`config.mk`:
```
export PLATFORM = sky130hd
export DESIGN_NAME = arp_cache_engine_top
export DESIGN_NICKNAME = d
export VERILOG_FILES = /design/src/rtl/arpc_pkg.sv /design/src/rtl/arpc_front.sv /design/src/rtl/arpc_back.sv /design/src/rtl/arpc_flush_mark.sv /design/src/rtl/arp_cache_engine_top.sv
export SDC_FILE = /design/constraint.sdc
export NUM_CORES = 1
export LEC_CHECK = 0
export ABC_AREA = 1
export BUFFER_PORTS_ARGS = -buffer_cell sky130_fd_sc_hd__buf_2
export CORE_UTILIZATION = 40
export CTS_CLUSTER_SIZE = 8
export DETAILED_ROUTE_END_ITERATION = 6
export HOLD_SLACK_MARGIN = 0.08
export PLACE_DENSITY = 0.6
export REMOVE_ABC_BUFFERS = 1
export SYNTH_ARGS = -nofsm -noshare
export SYNTH_HDL_FRONTEND = slang
export SYNTH_SLANG_ARGS = --single-unit
export TNS_END_PERCENT = 1
```
`constraint.sdc`:
```
create_clock -name clk -period 7.8 [get_ports clk]
set_input_delay 0.78 -clock clk [delete_from_list [all_inputs] [get_ports clk]]
set_output_delay 0.78 -clock clk [all_outputs]
set_load 0.03 [all_outputs]
```
`src/rtl/arpc_pkg.sv`:
```
package arpc_pkg;

  localparam logic [1:0] OP_RECV  = 2'd0;
  localparam logic [1:0] OP_SEND  = 2'd1;
  localparam logic [1:0] OP_FLUSH = 2'd2;

  localparam logic [1:0] ACT_DATA = 2'd0;
  localparam logic [1:0] ACT_REQ  = 2'd1;
  localparam logic [1:0] ACT_REPLY = 2'd2;
  localparam logic [1:0] ACT_DROP = 2'd3;

  localparam logic [1:0] ST_UNUSED     = 2'd0;
  localparam logic [1:0] ST_UNRESOLVED = 2'd1;
  localparam logic [1:0] ST_RESOLVED   = 2'd2;

  localparam logic [1:0] CFG_MY_IP   = 2'd0;
  localparam logic [1:0] CFG_MASK    = 2'd1;
  localparam logic [1:0] CFG_GATEWAY = 2'd2;
  localparam logic [1:0] CFG_MY_MAC  = 2'd3;

  localparam logic [10:0] ARP_MIN_LEN = 11'd28;
  localparam logic [15:0] HW_ETHER    = 16'd1;
  localparam logic [15:0] ETH_IP      = 16'h0800;
  localparam logic [15:0] ETH_ARP     = 16'h0806;
  localparam logic [7:0]  HW_LEN_ETH  = 8'd6;
  localparam logic [7:0]  PR_LEN_IP   = 8'd4;
  localparam logic [15:0] OPER_REQ    = 16'd1;
  localparam logic [47:0] BCAST_MAC   = 48'hFFFF_FFFF_FFFF;

  // Classified command handed from the front to the back.
  localparam logic [1:0] CMD_RECV  = 2'd0;
  localparam logic [1:0] CMD_SEND  = 2'd1;
  localparam logic [1:0] CMD_FLUSH = 2'd2;
  localparam logic [1:0] CMD_BCAST = 2'd3;

  typedef struct packed {
    logic [1:0]  cmd;
    logic        want_reply;
    logic [47:0] mac;
    logic [31:0] ip;
    logic [15:0] tag;
    logic [5:0]  victim;
  } cmd_t;

endpackage

```
`src/rtl/arpc_front.sv`:
```
module arpc_front #(
  parameter int TABLE_ENTRIES   = 8,
  parameter int FRAME_TAG_WIDTH = 8
) (
  input  logic                       clk,
  input  logic                       rst_n,
  input  logic                       in_valid,
  output logic                       in_stall,
  input  logic [1:0]                 in_opcode,
  input  logic [10:0]                in_payload_length,
  input  logic [15:0]                in_hw_type,
  input  logic [15:0]                in_proto_type,
  input  logic [7:0]                 in_hw_len,
  input  logic [7:0]                 in_proto_len,
  input  logic [15:0]                in_arp_oper,
  input  logic [47:0]                in_sender_mac,
  input  logic [31:0]                in_sender_ip,
  input  logic [31:0]                in_target_ip,
  input  logic [FRAME_TAG_WIDTH-1:0] in_frame_tag,
  input  logic [2:0]                 in_victim_pick,
  input  logic [31:0]                my_ip,
  input  logic [31:0]                subnet_mask,
  input  logic [31:0]                gateway_ip,
  output logic                       q_valid,
  output arpc_pkg::cmd_t             q_cmd,
  input  logic                       q_pop
);
  import arpc_pkg::*;

  localparam int IW = (TABLE_ENTRIES > 1) ? $clog2(TABLE_ENTRIES) : 1;

  cmd_t q_r [2];
  logic [1:0] cnt_r;
  logic wp_r, rp_r;
  cmd_t c;
  logic push, hdr_ok, bcast;
  logic [31:0] nh;
  logic [IW-1:0] vic;

  assign in_stall = (cnt_r == 2'd2);
  assign q_valid  = (cnt_r != 2'd0);
  assign q_cmd    = q_r[rp_r];

  always_comb begin
    hdr_ok = (in_payload_length >= ARP_MIN_LEN) && (in_hw_type == HW_ETHER) &&
             (in_proto_type == ETH_IP) && (in_hw_len == HW_LEN_ETH) &&
             (in_proto_len == PR_LEN_IP);
    bcast = (in_target_ip == 32'd0) || (in_target_ip == 32'hFFFF_FFFF) ||
            (in_target_ip == (my_ip & subnet_mask)) ||
            (in_target_ip == (my_ip | ~subnet_mask));
    nh = in_target_ip;
    if ((gateway_ip != 32'd0) && (((in_target_ip ^ my_ip) & subnet_mask) != 32'd0)) begin
      nh = gateway_ip;
    end
    vic = '0;
    for (int v = 0; v < 8; v++) begin
      if (in_victim_pick == 3'(v)) begin
        vic = IW'(v % TABLE_ENTRIES);
      end
    end
    c = '0;
    c.tag = 16'(in_frame_tag);
    c.victim = 6'(vic);
    push = 1'b0;
    unique case (in_opcode)
      OP_RECV: begin
        push = hdr_ok;
        c.cmd = CMD_RECV;
        c.mac = in_sender_mac;
        c.ip = in_sender_ip;
        c.want_reply = (in_arp_oper == OPER_REQ) && (in_target_ip == my_ip);
      end
      OP_SEND: begin
        push = 1'b1;
        c.cmd = bcast ? CMD_BCAST : CMD_SEND;
        c.ip = nh;
      end
      OP_FLUSH: begin
        push = 1'b1;
        c.cmd = CMD_FLUSH;
      end
      default: push = 1'b0;
    endcase
    push = push && in_valid && !in_stall;
  end

  always_ff @(posedge clk) begin
    if (!rst_n) begin
      cnt_r <= 2'd0;
      wp_r <= 1'b0;
      rp_r <= 1'b0;
    end else begin
      if (push) begin
        q_r[wp_r] <= c;
        wp_r <= ~wp_r;
      end
      if (q_pop) begin
        rp_r <= ~rp_r;
      end
      cnt_r <= cnt_r + 2'(push) - 2'(q_pop);
    end
  end
endmodule

```
`src/rtl/arpc_back.sv`:
```
module arpc_back #(
  parameter int TABLE_ENTRIES   = 8,
  parameter int FRAME_TAG_WIDTH = 8
) (
  input  logic                       clk,
  input  logic                       rst_n,
  input  logic                       q_valid,
  input  arpc_pkg::cmd_t             q_cmd,
  output logic                       q_pop,
  output logic [TABLE_ENTRIES-1:0]   held,
  output logic                       out_valid,
  input  logic                       out_stall,
  output logic [1:0]                 out_action,
  output logic [FRAME_TAG_WIDTH-1:0] out_frame_tag,
  output logic [47:0]                out_dest_mac,
  output logic [15:0]                out_ether_type,
  output logic [47:0]                out_arp_target_mac,
  output logic [31:0]                out_arp_target_ip,
  output logic                       out_last
);
  import arpc_pkg::*;

  localparam int IW = (TABLE_ENTRIES > 1) ? $clog2(TABLE_ENTRIES) : 1;
  localparam int CW = $clog2(TABLE_ENTRIES + 1);

  localparam logic [2:0] S_IDLE  = 3'd0;
  localparam logic [2:0] S_WALK  = 3'd1;
  localparam logic [2:0] S_EMIT  = 3'd2;
  localparam logic [2:0] S_FINAL = 3'd3;
  localparam logic [2:0] S_FLUSH = 3'd4;

  logic [1:0]                 st_r   [TABLE_ENTRIES];
  logic                       hv_r   [TABLE_ENTRIES];
  logic [31:0]                eip_r  [TABLE_ENTRIES];
  logic [47:0]                emac_r [TABLE_ENTRIES];
  logic [FRAME_TAG_WIDTH-1:0] etag_r [TABLE_ENTRIES];

  logic [2:0]    state_r;
  cmd_t          cmd_r;
  logic [CW-1:0] idx_r;
  logic [IW-1:0] unused_r;
  logic          has_unused_r;
  logic          pend_r;
  logic          ov_r;
  logic [1:0]    act_r;
  logic [FRAME_TAG_WIDTH-1:0] tag_r;
  logic [47:0]   dmac_r, tmac_r;
  logic [15:0]   et_r;
  logic [31:0]   tip_r;
  logic          last_r;

  logic [IW-1:0] ix;
  logic          done;
  logic          free;
  logic [FRAME_TAG_WIDTH-1:0] ctag;

  assign ix = idx_r[IW-1:0];
  assign done = (idx_r == CW'(TABLE_ENTRIES));
  assign free = !ov_r || !out_stall;
  assign ctag = cmd_r.tag[FRAME_TAG_WIDTH-1:0];
  assign q_pop = (state_r == S_IDLE) && q_valid;

  always_comb begin
    for (int i = 0; i < TABLE_ENTRIES; i++) begin
      held[i] = hv_r[i];
    end
  end

  assign out_valid = ov_r;
  assign out_action = act_r;
  assign out_frame_tag = tag_r;
  assign out_dest_mac = dmac_r;
  assign out_ether_type = et_r;
  assign out_arp_target_mac = tmac_r;
  assign out_arp_target_ip = tip_r;
  assign out_last = last_r;

  always_ff @(posedge clk) begin
    logic fire;
    fire = 1'b0;
    if (!rst_n) begin
      state_r <= S_IDLE;
      ov_r <= 1'b0;
      for (int i = 0; i < TABLE_ENTRIES; i++) begin
        st_r[i] <= ST_UNUSED;
        hv_r[i] <= 1'b0;
      end
    end else begin
      unique case (state_r)
        S_IDLE: begin
          if (q_valid) begin
            cmd_r <= q_cmd;
            idx_r <= '0;
            has_unused_r <= 1'b0;
            state_r <= (q_cmd.cmd == CMD_FLUSH) ? S_FLUSH :
                       (q_cmd.cmd == CMD_BCAST) ? S_FINAL : S_WALK;
          end
        end
        S_WALK: begin
          if (done) begin
            if (cmd_r.cmd == CMD_RECV) begin
              state_r <= cmd_r.want_reply ? S_FINAL : S_IDLE;
            end else begin
              if (has_unused_r) begin
                idx_r <= CW'(unused_r);
              end else begin
                idx_r <= CW'(cmd_r.victim[IW-1:0]);
              end
              pend_r <= 1'b1;
              state_r <= S_EMIT;
            end
          end else if (cmd_r.cmd == CMD_RECV) begin
            if (st_r[ix] != ST_UNUSED && eip_r[ix] == cmd_r.ip) begin
              if (free || !hv_r[ix]) begin
                emac_r[ix] <= cmd_r.mac;
                st_r[ix] <= ST_RESOLVED;
                if (hv_r[ix]) begin
                  hv_r[ix] <= 1'b0;
                  fire = 1'b1;
                  act_r <= ACT_DATA;
                  tag_r <= etag_r[ix];
                  dmac_r <= cmd_r.mac;
                  et_r <= ETH_IP;
                  tmac_r <= '0;
                  tip_r <= '0;
                  last_r <= !cmd_r.want_reply;
                end
                state_r <= cmd_r.want_reply ? S_FINAL : S_IDLE;
              end
            end else begin
              idx_r <= idx_r + 1'b1;
            end
          end else begin
            if (st_r[ix] == ST_UNUSED) begin
              unused_r <= ix;
              has_unused_r <= 1'b1;
              idx_r <= idx_r + 1'b1;
            end else if (eip_r[ix] == cmd_r.ip) begin
              if (st_r[ix] == ST_RESOLVED) begin
                if (free) begin
                  fire = 1'b1;
                  act_r <= ACT_DATA;
                  tag_r <= ctag;
                  dmac_r <= emac_r[ix];
                  et_r <= ETH_IP;
                  tmac_r <= '0;
                  tip_r <= '0;
                  last_r <= 1'b1;
                  state_r <= S_IDLE;
                end
              end else begin
                pend_r <= 1'b0;
                state_r <= S_EMIT;
              end
            end else begin
              idx_r <= idx_r + 1'b1;
            end
          end
        end
        S_EMIT: begin
          if (pend_r) begin
            eip_r[ix] <= cmd_r.ip;
            st_r[ix] <= ST_UNRESOLVED;
            pend_r <= 1'b0;
          end else if (free || !hv_r[ix]) begin
            if (hv_r[ix]) begin
              fire = 1'b1;
              act_r <= ACT_DROP;
              tag_r <= etag_r[ix];
              dmac_r <= BCAST_MAC;
              et_r <= ETH_IP;
              tmac_r <= '0;
              tip_r <= '0;
              last_r <= 1'b0;
            end
            hv_r[ix] <= 1'b1;
            etag_r[ix] <= ctag;
            state_r <= S_FINAL;
          end
        end
        S_FINAL: begin
          if (free) begin
            fire = 1'b1;
            last_r <= 1'b1;
            state_r <= S_IDLE;
            unique case (cmd_r.cmd)
              CMD_RECV: begin
                act_r <= ACT_REPLY;
                tag_r <= '0;
                dmac_r <= cmd_r.mac;
                et_r <= ETH_ARP;
                tmac_r <= cmd_r.mac;
                tip_r <= cmd_r.ip;
              end
              CMD_BCAST: begin
                act_r <= ACT_DATA;
                tag_r <= ctag;
                dmac_r <= BCAST_MAC;
                et_r <= ETH_IP;
                tmac_r <= '0;
                tip_r <= '0;
              end
              default: begin
                act_r <= ACT_REQ;
                tag_r <= '0;
                dmac_r <= BCAST_MAC;
                et_r <= ETH_ARP;
                tmac_r <= '0;
                tip_r <= cmd_r.ip;
              end
            endcase
          end
        end
        S_FLUSH: begin
          if (done) begin
            state_r <= S_IDLE;
          end else if (free || !hv_r[ix]) begin
            st_r[ix] <= ST_UNUSED;
            if (hv_r[ix]) begin
              hv_r[ix] <= 1'b0;
              fire = 1'b1;
              act_r <= ACT_DROP;
              tag_r <= etag_r[ix];
              dmac_r <= BCAST_MAC;
              et_r <= ETH_IP;
              tmac_r <= '0;
              tip_r <= '0;
              // Only the final drop stays marked last.
              last_r <= (ix == cmd_r.victim[IW-1:0]);
            end
            idx_r <= idx_r + 1'b1;
          end
        end
        default: state_r <= S_IDLE;
      endcase
      ov_r <= fire || (ov_r && out_stall);
    end
  end
endmodule

```
`src/rtl/arpc_flush_mark.sv`:
```
module arpc_flush_mark #(
  parameter int TABLE_ENTRIES = 8
) (
  input  logic [TABLE_ENTRIES-1:0] held,
  input  arpc_pkg::cmd_t           q_cmd,
  output arpc_pkg::cmd_t           cmd_out
);
  import arpc_pkg::*;

  localparam int IW = (TABLE_ENTRIES > 1) ? $clog2(TABLE_ENTRIES) : 1;

  logic [IW-1:0] lastpos;

  // The highest holding entry carries the last drop of a flush.
  always_comb begin
    lastpos = '0;
    for (int i = 0; i < TABLE_ENTRIES; i++) begin
      if (held[i]) begin
        lastpos = IW'(i);
      end
    end
    cmd_out = q_cmd;
    if (q_cmd.cmd == CMD_FLUSH) begin
      cmd_out.victim = 6'(lastpos);
    end
  end
endmodule

```
`src/rtl/arp_cache_engine_top.sv`:
```
// ARP cache engine: an ARP table with one held data frame per entry.
// Input channel (in_valid/in_stall) carries one command per transfer:
// a received ARP packet, a request to send an IP frame, or a table flush.
// Result channel (out_valid/out_stall) carries zero or more result
// transfers per command; out_last marks the final result of a command.
// Configuration (cfg_valid/cfg_ready, cfg_index, cfg_data) sets my_ip,
// subnet_mask, gateway_ip and my_mac; write only while the block is idle.
// A front stage checks and classifies commands into a two-deep queue.
// A back sequencer walks the table one entry per cycle, pausing while a
// result it must emit is stalled. A send that misses takes longest: it
// walks every entry, claims an unused or victim entry, holds the frame
// there, then sends the request. New commands are taken only when idle.
// A second result follows once the first is taken; flush drops come as
// the walk passes each holding entry. Reset empties the table and queue,
// clears the configuration and idles the sequencer. When the receiver
// stalls, the current result holds; the queue accepts until it is full.
module arp_cache_engine_top #(
  parameter int TABLE_ENTRIES   = 8,
  parameter int FRAME_TAG_WIDTH = 8
) (
  input  logic                       clk,
  input  logic                       rst_n,
  input  logic                       cfg_valid,
  output logic                       cfg_ready,
  input  logic [1:0]                 cfg_index,
  input  logic [47:0]                cfg_data,
  input  logic                       in_valid,
  output logic                       in_stall,
  input  logic [1:0]                 in_opcode,
  input  logic [10:0]                in_payload_length,
  input  logic [15:0]                in_hw_type,
  input  logic [15:0]                in_proto_type,
  input  logic [7:0]                 in_hw_len,
  input  logic [7:0]                 in_proto_len,
  input  logic [15:0]                in_arp_oper,
  input  logic [47:0]                in_sender_mac,
  input  logic [31:0]                in_sender_ip,
  input  logic [31:0]                in_target_ip,
  input  logic [FRAME_TAG_WIDTH-1:0] in_frame_tag,
  input  logic [2:0]                 in_victim_pick,
  output logic                       out_valid,
  input  logic                       out_stall,
  output logic [1:0]                 out_action,
  output logic [FRAME_TAG_WIDTH-1:0] out_frame_tag,
  output logic [47:0]                out_dest_mac,
  output logic [15:0]                out_ether_type,
  output logic [47:0]                out_arp_target_mac,
  output logic [31:0]                out_arp_target_ip,
  output logic                       out_last
);
  import arpc_pkg::*;

  logic [31:0] my_ip_r, mask_r, gw_r;
  logic [47:0] my_mac_r;
  logic        q_valid, q_pop;
  cmd_t        q_raw;
  cmd_t        q_cmd;
  logic [TABLE_ENTRIES-1:0] held;

  assign cfg_ready = 1'b1;

  always_ff @(posedge clk) begin
    if (!rst_n) begin
      my_ip_r <= '0;
      mask_r <= '0;
      gw_r <= '0;
      my_mac_r <= '0;
    end else if (cfg_valid) begin
      unique case (cfg_index)
        CFG_MY_IP:   my_ip_r <= cfg_data[31:0];
        CFG_MASK:    mask_r <= cfg_data[31:0];
        CFG_GATEWAY: gw_r <= cfg_data[31:0];
        CFG_MY_MAC:  my_mac_r <= cfg_data;
        default:     my_ip_r <= my_ip_r;
      endcase
    end
  end

  arpc_front #(
    .TABLE_ENTRIES(TABLE_ENTRIES),
    .FRAME_TAG_WIDTH(FRAME_TAG_WIDTH)
  ) u_front (
    .clk(clk), .rst_n(rst_n),
    .in_valid(in_valid), .in_stall(in_stall), .in_opcode(in_opcode),
    .in_payload_length(in_payload_length), .in_hw_type(in_hw_type),
    .in_proto_type(in_proto_type), .in_hw_len(in_hw_len),
    .in_proto_len(in_proto_len), .in_arp_oper(in_arp_oper),
    .in_sender_mac(in_sender_mac), .in_sender_ip(in_sender_ip),
    .in_target_ip(in_target_ip), .in_frame_tag(in_frame_tag),
    .in_victim_pick(in_victim_pick),
    .my_ip(my_ip_r), .subnet_mask(mask_r), .gateway_ip(gw_r),
    .q_valid(q_valid), .q_cmd(q_raw), .q_pop(q_pop)
  );

  arpc_flush_mark #(
    .TABLE_ENTRIES(TABLE_ENTRIES)
  ) u_flush_mark (
    .held(held), .q_cmd(q_raw), .cmd_out(q_cmd)
  );

  arpc_back #(
    .TABLE_ENTRIES(TABLE_ENTRIES),
    .FRAME_TAG_WIDTH(FRAME_TAG_WIDTH)
  ) u_back (
    .clk(clk), .rst_n(rst_n),
    .q_valid(q_valid), .q_cmd(q_cmd), .q_pop(q_pop), .held(held),
    .out_valid(out_valid), .out_stall(out_stall), .out_action(out_action),
    .out_frame_tag(out_frame_tag), .out_dest_mac(out_dest_mac),
    .out_ether_type(out_ether_type), .out_arp_target_mac(out_arp_target_mac),
    .out_arp_target_ip(out_arp_target_ip), .out_last(out_last)
  );
endmodule
```
Word level (Yosys, flattened, before mapping)
Memory sizes are Yosys's and may differ from the RTL's. A register that Yosys moved wholly into a read port is not among the register bits. Index checks and enable logic that the tools add are counted.

Add/sub/neg operators: 3. Magnitude comparators: 1. Equality and inequality tests: 61. Muxes and demuxes: 226. Bitwise gates (word level): 13. Reductions and logical operators: 51.

Operators with widths (count): $mux 48 (28); $mux 32 (14); $pmux 48 s4 (2); $mux 16 (12); $eq 32x32->1 (4); $pmux 32 s4 (1); $mux 8 (13); $mux 3 (32); $mux 1 (77); $and 32x32->32 (2); $pmux 16 s4 (1); $pmux 32 s2 (1); $reduce_bool 32->1 (2); $mux 49 (1); $mux 2 (24); $mux 4 (9); $eq 16x1->1 const B (2); $eq 32x32->1 const B (1); $logic_not 32->1 (1); $not 32->32 (1); $or 32x32->32 (1); $pmux 8 s4 (1); $xor 32x32->32 (1); $eq 16x12->1 const B (1); other kinds (47) (123).

Register bits: 362. Bits in writable memories: 916. Bits of input ports: 255. Logic and storage cells: 386. Memories kept: 6.

Memory list: u_back.emac_r (words 8, bits a word 48, read ports 1, clocked after memory_dff 1, write ports 1, RTL line arpc_back.sv:35) `logic [47:0] emac_r [TABLE_ENTRIES];`; u_back.eip_r (words 8, bits a word 32, read ports 1, clocked after memory_dff 1, write ports 1, RTL line arpc_back.sv:34) `logic [31:0] eip_r [TABLE_ENTRIES];`; u_front.q_r (words 2, bits a word 94, read ports 1, clocked after memory_dff 1, write ports 1, RTL line arpc_front.sv:32) `cmd_t q_r [2];`; u_back.etag_r (words 8, bits a word 8, read ports 1, clocked after memory_dff 1, write ports 1, RTL line arpc_back.sv:36) `logic [FRAME_TAG_WIDTH-1:0] etag_r [TABLE_ENTRIES];`; u_back.st_r (words 8, bits a word 2, read ports 1, clocked after memory_dff 1, write ports 8, RTL line arpc_back.sv:32) `logic [1:0] st_r [TABLE_ENTRIES];`; u_back.hv_r (words 8, bits a word 1, read ports 8, clocked after memory_dff 1, write ports 8, RTL line arpc_back.sv:33) `logic hv_r [TABLE_ENTRIES];`.

Depth between registers and ports, before layout
Gate-level depths: netlist (run 1).

Depth in word-level cells: 14. Depth in mapped cells: 20. Mapped depth without buffers: 19.

Modules after synthesis
From an unflattened synthesis (run 1), not the netlist that was laid out.

Cells, all modules: 5481. Area total of the unflattened synthesis: 57602.7 sq um.

Modules (own cells, without submodules): arpc_back (times used 1, cells an instance 3522, area each 41655.0 sq um, sequential area each 29668.5 sq um); arpc_front (times used 1, cells an instance 1212, area each 10950.5 sq um, sequential area each 5745.5 sq um); arp_cache_engine_top (times used 1, cells an instance 619, area each 4127.7 sq um, sequential area each 1921.8 sq um); arpc_flush_mark (times used 1, cells an instance 128, area each 869.6 sq um, sequential area each 0.0 sq um).

Worst setup path before layout (run 1)
No wires, ideal clock.

Kind: input -> register. From: input rst_n. To: register u_back.cmd_r[0] (netlist name) (enable). Data arrival time: 7.668 ns. Setup slack: -0.530 ns. Stages: 3. Cells stage by stage: clkbuf_1 -> clkinv_1 -> nor3_1.

Longest elaborated chain between the ends: 1.

RTL lines: start: declaration (RTL line arp_cache_engine_top.sv:22) `input logic rst_n,`; $reduce_and 3->1 (no source line); end signal: assignment (RTL line arpc_back.sv:92) `cmd_r <= q_cmd;`; end: declaration (RTL line arpc_back.sv:39) `cmd_t cmd_r;`.

Every way passes these cells. A chain may end at the register's enable or synchronous reset.

==> results.cfg, run 1 <==
[placement]
preCtsSetupSlack_ps = 2530
place.gp.congestion = 0.933
hpwl_mm = 85.3
place_inst = 6814
port_buffers = 393

[setup_path]
crit_type = flop to flop
crit_required_ps = 8470
critPathBufInv = 5
crit_top_cell = nand2_1
critical_path.cell_chain = inv_8 -> buf_4 -> a21oi_1 -> o21ai_0 -> o211ai_1 -> nand2_1 -> inv_1 -> nand2_4 -> clkinv_1 -> nand2_1 -> o21ai_0 -> inv_1 -> nand2_1 -> nand3_1 -> nand2_1
cp-end-kind = flop
cp_slowest_cell = clkinv_1
cpPeakStageDelay_ps = 820
r2r_slack_ps = 2570
worstPathArrival_ps = 5910
cp_max_fo = 131
path_delay_family = buffers and inverters
startpoint_type = flop

[synthesis]
yosysWarnings = 0
ys.flop_type = edfxtp_1
ys_seq_area_share_pct = 70.1
yosysTopAreaCellShare_pct = 65.7
synth_area_leaders = edfxtp_1, nand2_1, dfxtp_1
synth-edff-count = 1166
synth.most_common_cell = edfxtp_1
synth_cells = 4879
avgSynthCellArea_um2 = 10.9
syn-cell-area_um2 = 53300
synth_cell_type_count = 44
ys_top_cells_by_count = edfxtp_1, nand2_1, nor2_1
ys_seq_elements = 1282
synth.largest_area_cell = edfxtp_1
async_flop_share_pct = 0

[clocking]
max-clock-path-buffers = 3
cts-root-buf = clkbuf_16
cts_made_buffers = 179
clk_latency_ps = 810
tritoncts = built
post_cts_resized = 0
h-tree-depth = 4
cts.clk_slew.worst_paths_ps = 50
cts_sinks = 1282
post-cts-setup-buffers = 0
ctsHoldBuffers = 0

[sta]
relSlewSlack_pct = 19.5
finClkSkew_ps = 54.3
fmax_mhz = 191
hold_viol = 0
period_share_pct = 67.1
fin_ws_ps = 2570
slew_viol_final = 0
min_period_ps = 5230
worstMarginPinSlew_ps = 1210
setup_viol = 0
rsz0062_at_grt = false
tns_ps = 0

[routing]
via_count = 37100
drc = 0
drtIter0Drc = 3304
wire_per_inst_um = 20.9
drt_pass1_iterations = 6
routed_via_density = 5.26
antenna_left = 0
drt_wl_total_mm = 148

[global_route]
grt_start_max_net_pins = 166
first_global_vias = 35800
antenna_found_initial = 7
grt_pass1_wl_mm = 222
globalRouteOverflowTotal = 0
grt_use_total_pct = 21.7

[floorplanning]
fp.dieH_um = 367
die_x_um = 367
start_util_pct = 40.4
rows = 133
coreArea_um2 = 132000
die-area_um2 = 135000
ioPinCount = 413

[power]
p_leak_nw = 23.9
p_per_area_nw_per_um2 = 354
ir_drop_mv = 0.301

[min_path]
hold_class = input pin to flop

[layout]
instances_no_fill = 7066
area_growth_pct = 16.4
nNetsFinal = 5505
drive_above_1_share_pct = 13.2
nFillCells = 12000

[status]
status = finished clean

[flow_run]
drv_cap = 0
[stage by stage]
step	hold slack (ps)	total power, mW	util [%]	cell area, um2
6_report	177	22.0	47.0	62000
3_3_place_gp	428	15.0	43.2	57000
3_5_place_dp	440	15.1	43.2	57000
4_1_cts	114	22.2	47.0	62000
2_1_floorplan	425	13.1	-	52100
5_1_grt	137	23.1	47.0	62000
[flip-flops by register name, summed over array words and instances, names as in the netlist, 4 cells and up, named ones only]
signal                     count
gw_r                          32
u_back.etag_r                 64
u_back.out_frame_tag           8
my_ip_r                       32
u_back.cmd_r                  94
u_back.idx_r                   4
u_back.out_dest_mac           48
u_back.st_r                   16
u_back.out_arp_target_ip      32
u_front.q_r                  188
u_back.out_ether_type         16
mask_r                        32
u_back.emac_r                384
u_back.eip_r                 256
u_back.hv_r                    8
u_back.out_arp_target_mac     48
[worst paths after layout]
kind	from	end	cells past startpoint
worst max-delay path	flop	u_back.hv_r[2]$_DFF_P_	15
worst min-delay path	in_frame_tag[6]	u_front.q_r[0][9]$_DFFE_PP_	1
worst max register to register	flop	u_back.hv_r[2]$_DFF_P_	15
worst min register to register	u_front.rp_r$_SDFFE_PN0P_	flop	1
[report_power, final]
part,switching (mW),internal (mW),total [mW],leakage [nW]
clock,2.86,4.18,7.04,2.42
sequential,0.586,8.44,9.02,11.6
combinational,4.34,1.57,5.91,9.89
[cell type report]
class | instances | area (um2) | area share, %
diodes | 2 | 5.00 | 0.00807
clock buffers | 232 | 4700 | 7.58
clock inverters | 18 | 317 | 0.511
inverters | 366 | 1390 | 2.25
multi-input cells | 2963 | 13600 | 22.0
flip-flops and latches | 1282 | 37400 | 60.2
well taps | 1755 | 2200 | 3.54
repair buffers | 448 | 2420 | 3.90
[layer usage]
metal / GRT usage (%) / vias up / part of all wire, %
met5: 0 / - / 0.043
met4: 6.86 / 10 / 2.3
met2: 35.4 / 1355 / 48
met3: 4.04 / 227 / 6.9
li1: - / 17600 / -
met1: 29.1 / 18000 / 43
[logic make-up (layout without fill, tap and decap cells)]
family          Yosys count  after routing  synth area share (%)
flops                  1282           1282                  70.1
mux                       3              3                0.0564
fa+ha+maj                10             10                 0.235
compound gates          689            689                  7.08
xor+xnor                 36             36                 0.592
other cells               1              3               0.00704
simple gates           2224           2224                  17.2
buf+inv                 634           1064                  4.71
[layout by cell type (no fill, tap or decap), drive strengths merged]
cell type / n
edfxtp: 1166
nand2: 1137
nor2: 556
o21ai: 456
buf: 448
nand3: 413
inv: 369
clkbuf: 232
o22ai: 135
dfxtp: 116
nor4: 52
a21oi: 37
o211ai: 36
nor3: 28
xor2: 23
nand4: 22
clkinv: 15
xnor2: 13
a31oi: 12
ha: 10
or2: 8
o2111ai: 7
nor4b: 3
mux2i: 3
diode: 2
nor3b: 2
nand3b: 2
a311oi: 1
a32oi: 1
o221ai: 1
o22a: 1
a2111oi: 1
or4: 1
o31ai: 1
conb: 1
(Power assumes the default switching activity.)
==> run 2, diff against run 1 <==
--- a/config.mk
+++ b/config.mk
@@ -11,7 +11,7 @@
 export CTS_CLUSTER_SIZE = 8
 export DETAILED_ROUTE_END_ITERATION = 6
 export HOLD_SLACK_MARGIN = 0.08
-export PLACE_DENSITY = 0.6
+export PLACE_DENSITY = 0.58
 export REMOVE_ABC_BUFFERS = 1
 export SYNTH_ARGS = -nofsm -noshare
 export SYNTH_HDL_FRONTEND = slang
==> constraint.sdc (replaced) <==
create_clock -name clk -period 5.47 [get_ports clk]
set_input_delay 0.547 -clock clk [delete_from_list [all_inputs] [get_ports clk]]
set_output_delay 0.547 -clock clk [all_outputs]
set_load 0.03 [all_outputs]
==> results.cfg, run 2 (same netlist as run 1, synthesis figures left out) <==
[status]
status = finished clean

[clocking]
cts.clk_slew.worst_paths_ps = 50
cts_sinks = 1282
clk_latency_ps = 810
cts-root-buf = clkbuf_16
tritoncts = built
h-tree-depth = 4
cts_made_buffers = 179
max-clock-path-buffers = 3

[power]
p_leak_nw = 24.5
p_per_area_nw_per_um2 = 498
ir_drop_mv = 0.619
power_mw = 31.7

[setup_path]
crit_type = flop to flop
worstPathArrival_ps = 4660
cp_max_fo = 142
cp-end-kind = flop
crit_required_ps = 5930
startpoint_type = flop

[layout]
layout_commonest_cell = edfxtp_1
finalCoreUtilization_pct = 48.2
largest_reg_flops = 384
max_flop_register = u_back.emac_r
layout_common_cells = edfxtp_1, nand2_1, nor2_1
drive_above_1_share_pct = 13.4
instances_no_fill = 7200
nNetsFinal = 5634
area_growth_pct = 19.2
reg_top3 = u_back.emac_r: 384 flops, u_back.eip_r: 256 flops, u_front.q_r: 188 flops

[sta]
fin_ws_ps = 1270
relSlewSlack_pct = 22.6
fmax_mhz = 238
period_share_pct = 76.8
setup_viol = 0
min_period_ps = 4200
hold_slack_ps = 113
finClkSkew_ps = 50.6
slew_viol_final = 0
hold_viol = 0
rsz0062_at_grt = false
worstMarginPinSlew_ps = 1160

[placement]
preCtsSetupSlack_ps = 1300
hpwl_mm = 89.3
place.gp.congestion = 0.924
port_buffers = 393
place_inst = 6842

[global_route]
grt_use_total_pct = 22.3
grt_pass1_wl_mm = 227
first_global_vias = 36600
antenna_found_initial = 7
grt_start_max_net_pins = 158
globalRouteOverflowTotal = 0

[floorplanning]
coreArea_um2 = 132000
die-area_um2 = 135000
ioPinCount = 413
fp.dieH_um = 367
rows = 133
die_x_um = 367
start_util_pct = 40.4

[routing]
wire_per_inst_um = 21.1
antenna_left = 0
via_count = 37900
drt_pass1_iterations = 6
routed_via_density = 5.26
drc = 0
drt_wl_total_mm = 152
drtIter0Drc = 3354

[min_path]
hold_class = input pin to flop

[flow_run]
drv_cap = 0
-- run 2: changes by cell type in the layout (fill, tap and decap cells not counted), sizes merged --
cell / change
clkbuf: +6
clkinv: -2
dlygate4sd3: +101
diode: +2
inv: -1
buf: +28
-- run 2: path summary, 6_finish.rpt --
| kind | startpoint | to | slack, ps | depth (start not counted) |
|---|---|---|---|---|
| max | flop | u_back.emac_r[6][13]$_DFFE_PP_ | 1270 | 13 |
| min | in_sender_mac[35] | u_front.q_r[0][78]$_DFFE_PP_ | 110 | 3 |
| max reg2reg | flop | u_back.emac_r[6][13]$_DFFE_PP_ | 1270 | 13 |
| min reg2reg | u_front.rp_r$_SDFFE_PN0P_ | flop | 430 | 1 |
-- run 2: through the flow --
| stage | setup TNS (ps) | instance area [um2] |
|---|---|---|
| floorplan | -8527480 | 52100 |
| global placement | 0 | 57500 |
| detailed placement | 0 | 57500 |
| CTS | 0 | 63500 |
| global route | 0 | 63500 |
| finish | 0 | 63500 |
-- run 2: area by class of cell --
type	instances	area, um2
clock inverter	15	235
timing repair buffer	577	3950
inverter	366	1390
tap	1755	2200
antenna	4	10.0
multi-input combinational	2963	13600
clock buffer	238	4750
fill	12000	68300
sequential	1282	37400
-- run 2: what timing repair did --
| action | 4_1_cts | 5_1_grt |
|---|---|---|
| gates resized for setup | 0 | 0 |
| endpoints found under the hold margin | 229 | 0 |
| setup buffers | 0 | 0 |
| hold buffers | 101 | 0 |
-- run 2: power by group --
part,switching [mW],internal [mW]
Sequential,0.675,12.0
Combinational,6.55,2.40
Clock,4.02,5.98
-- run 2: metal layers --
| layer | wire length [um] | up-vias | track usage (%) | share of wire (%) |
|---|---|---|---|---|
| li1 | - | 17800 | - | - |
| met1 | 65600 | 18400 | 30.0 | 43 |
| met2 | 72100 | 1405 | 36.0 | 48 |
| met3 | 10300 | 229 | 4.56 | 6.8 |
| met4 | 3640 | 0 | 7.17 | 2.4 |
| met5 | 0 | - | 0 | 0 |
-- run 2: critical path, cell delays in order, from the launching register on --
cell and delay (ps):
dfxtp_4 370, buf_12 550, buf_4 630, o21ai_0 170
o21ai_0 180, inv_1 50, o21ai_1 290, nor2_1 130
inv_1 110, nand3_2 160, inv_2 130, nand2_4 210
nor2_4 520, buf_12 230
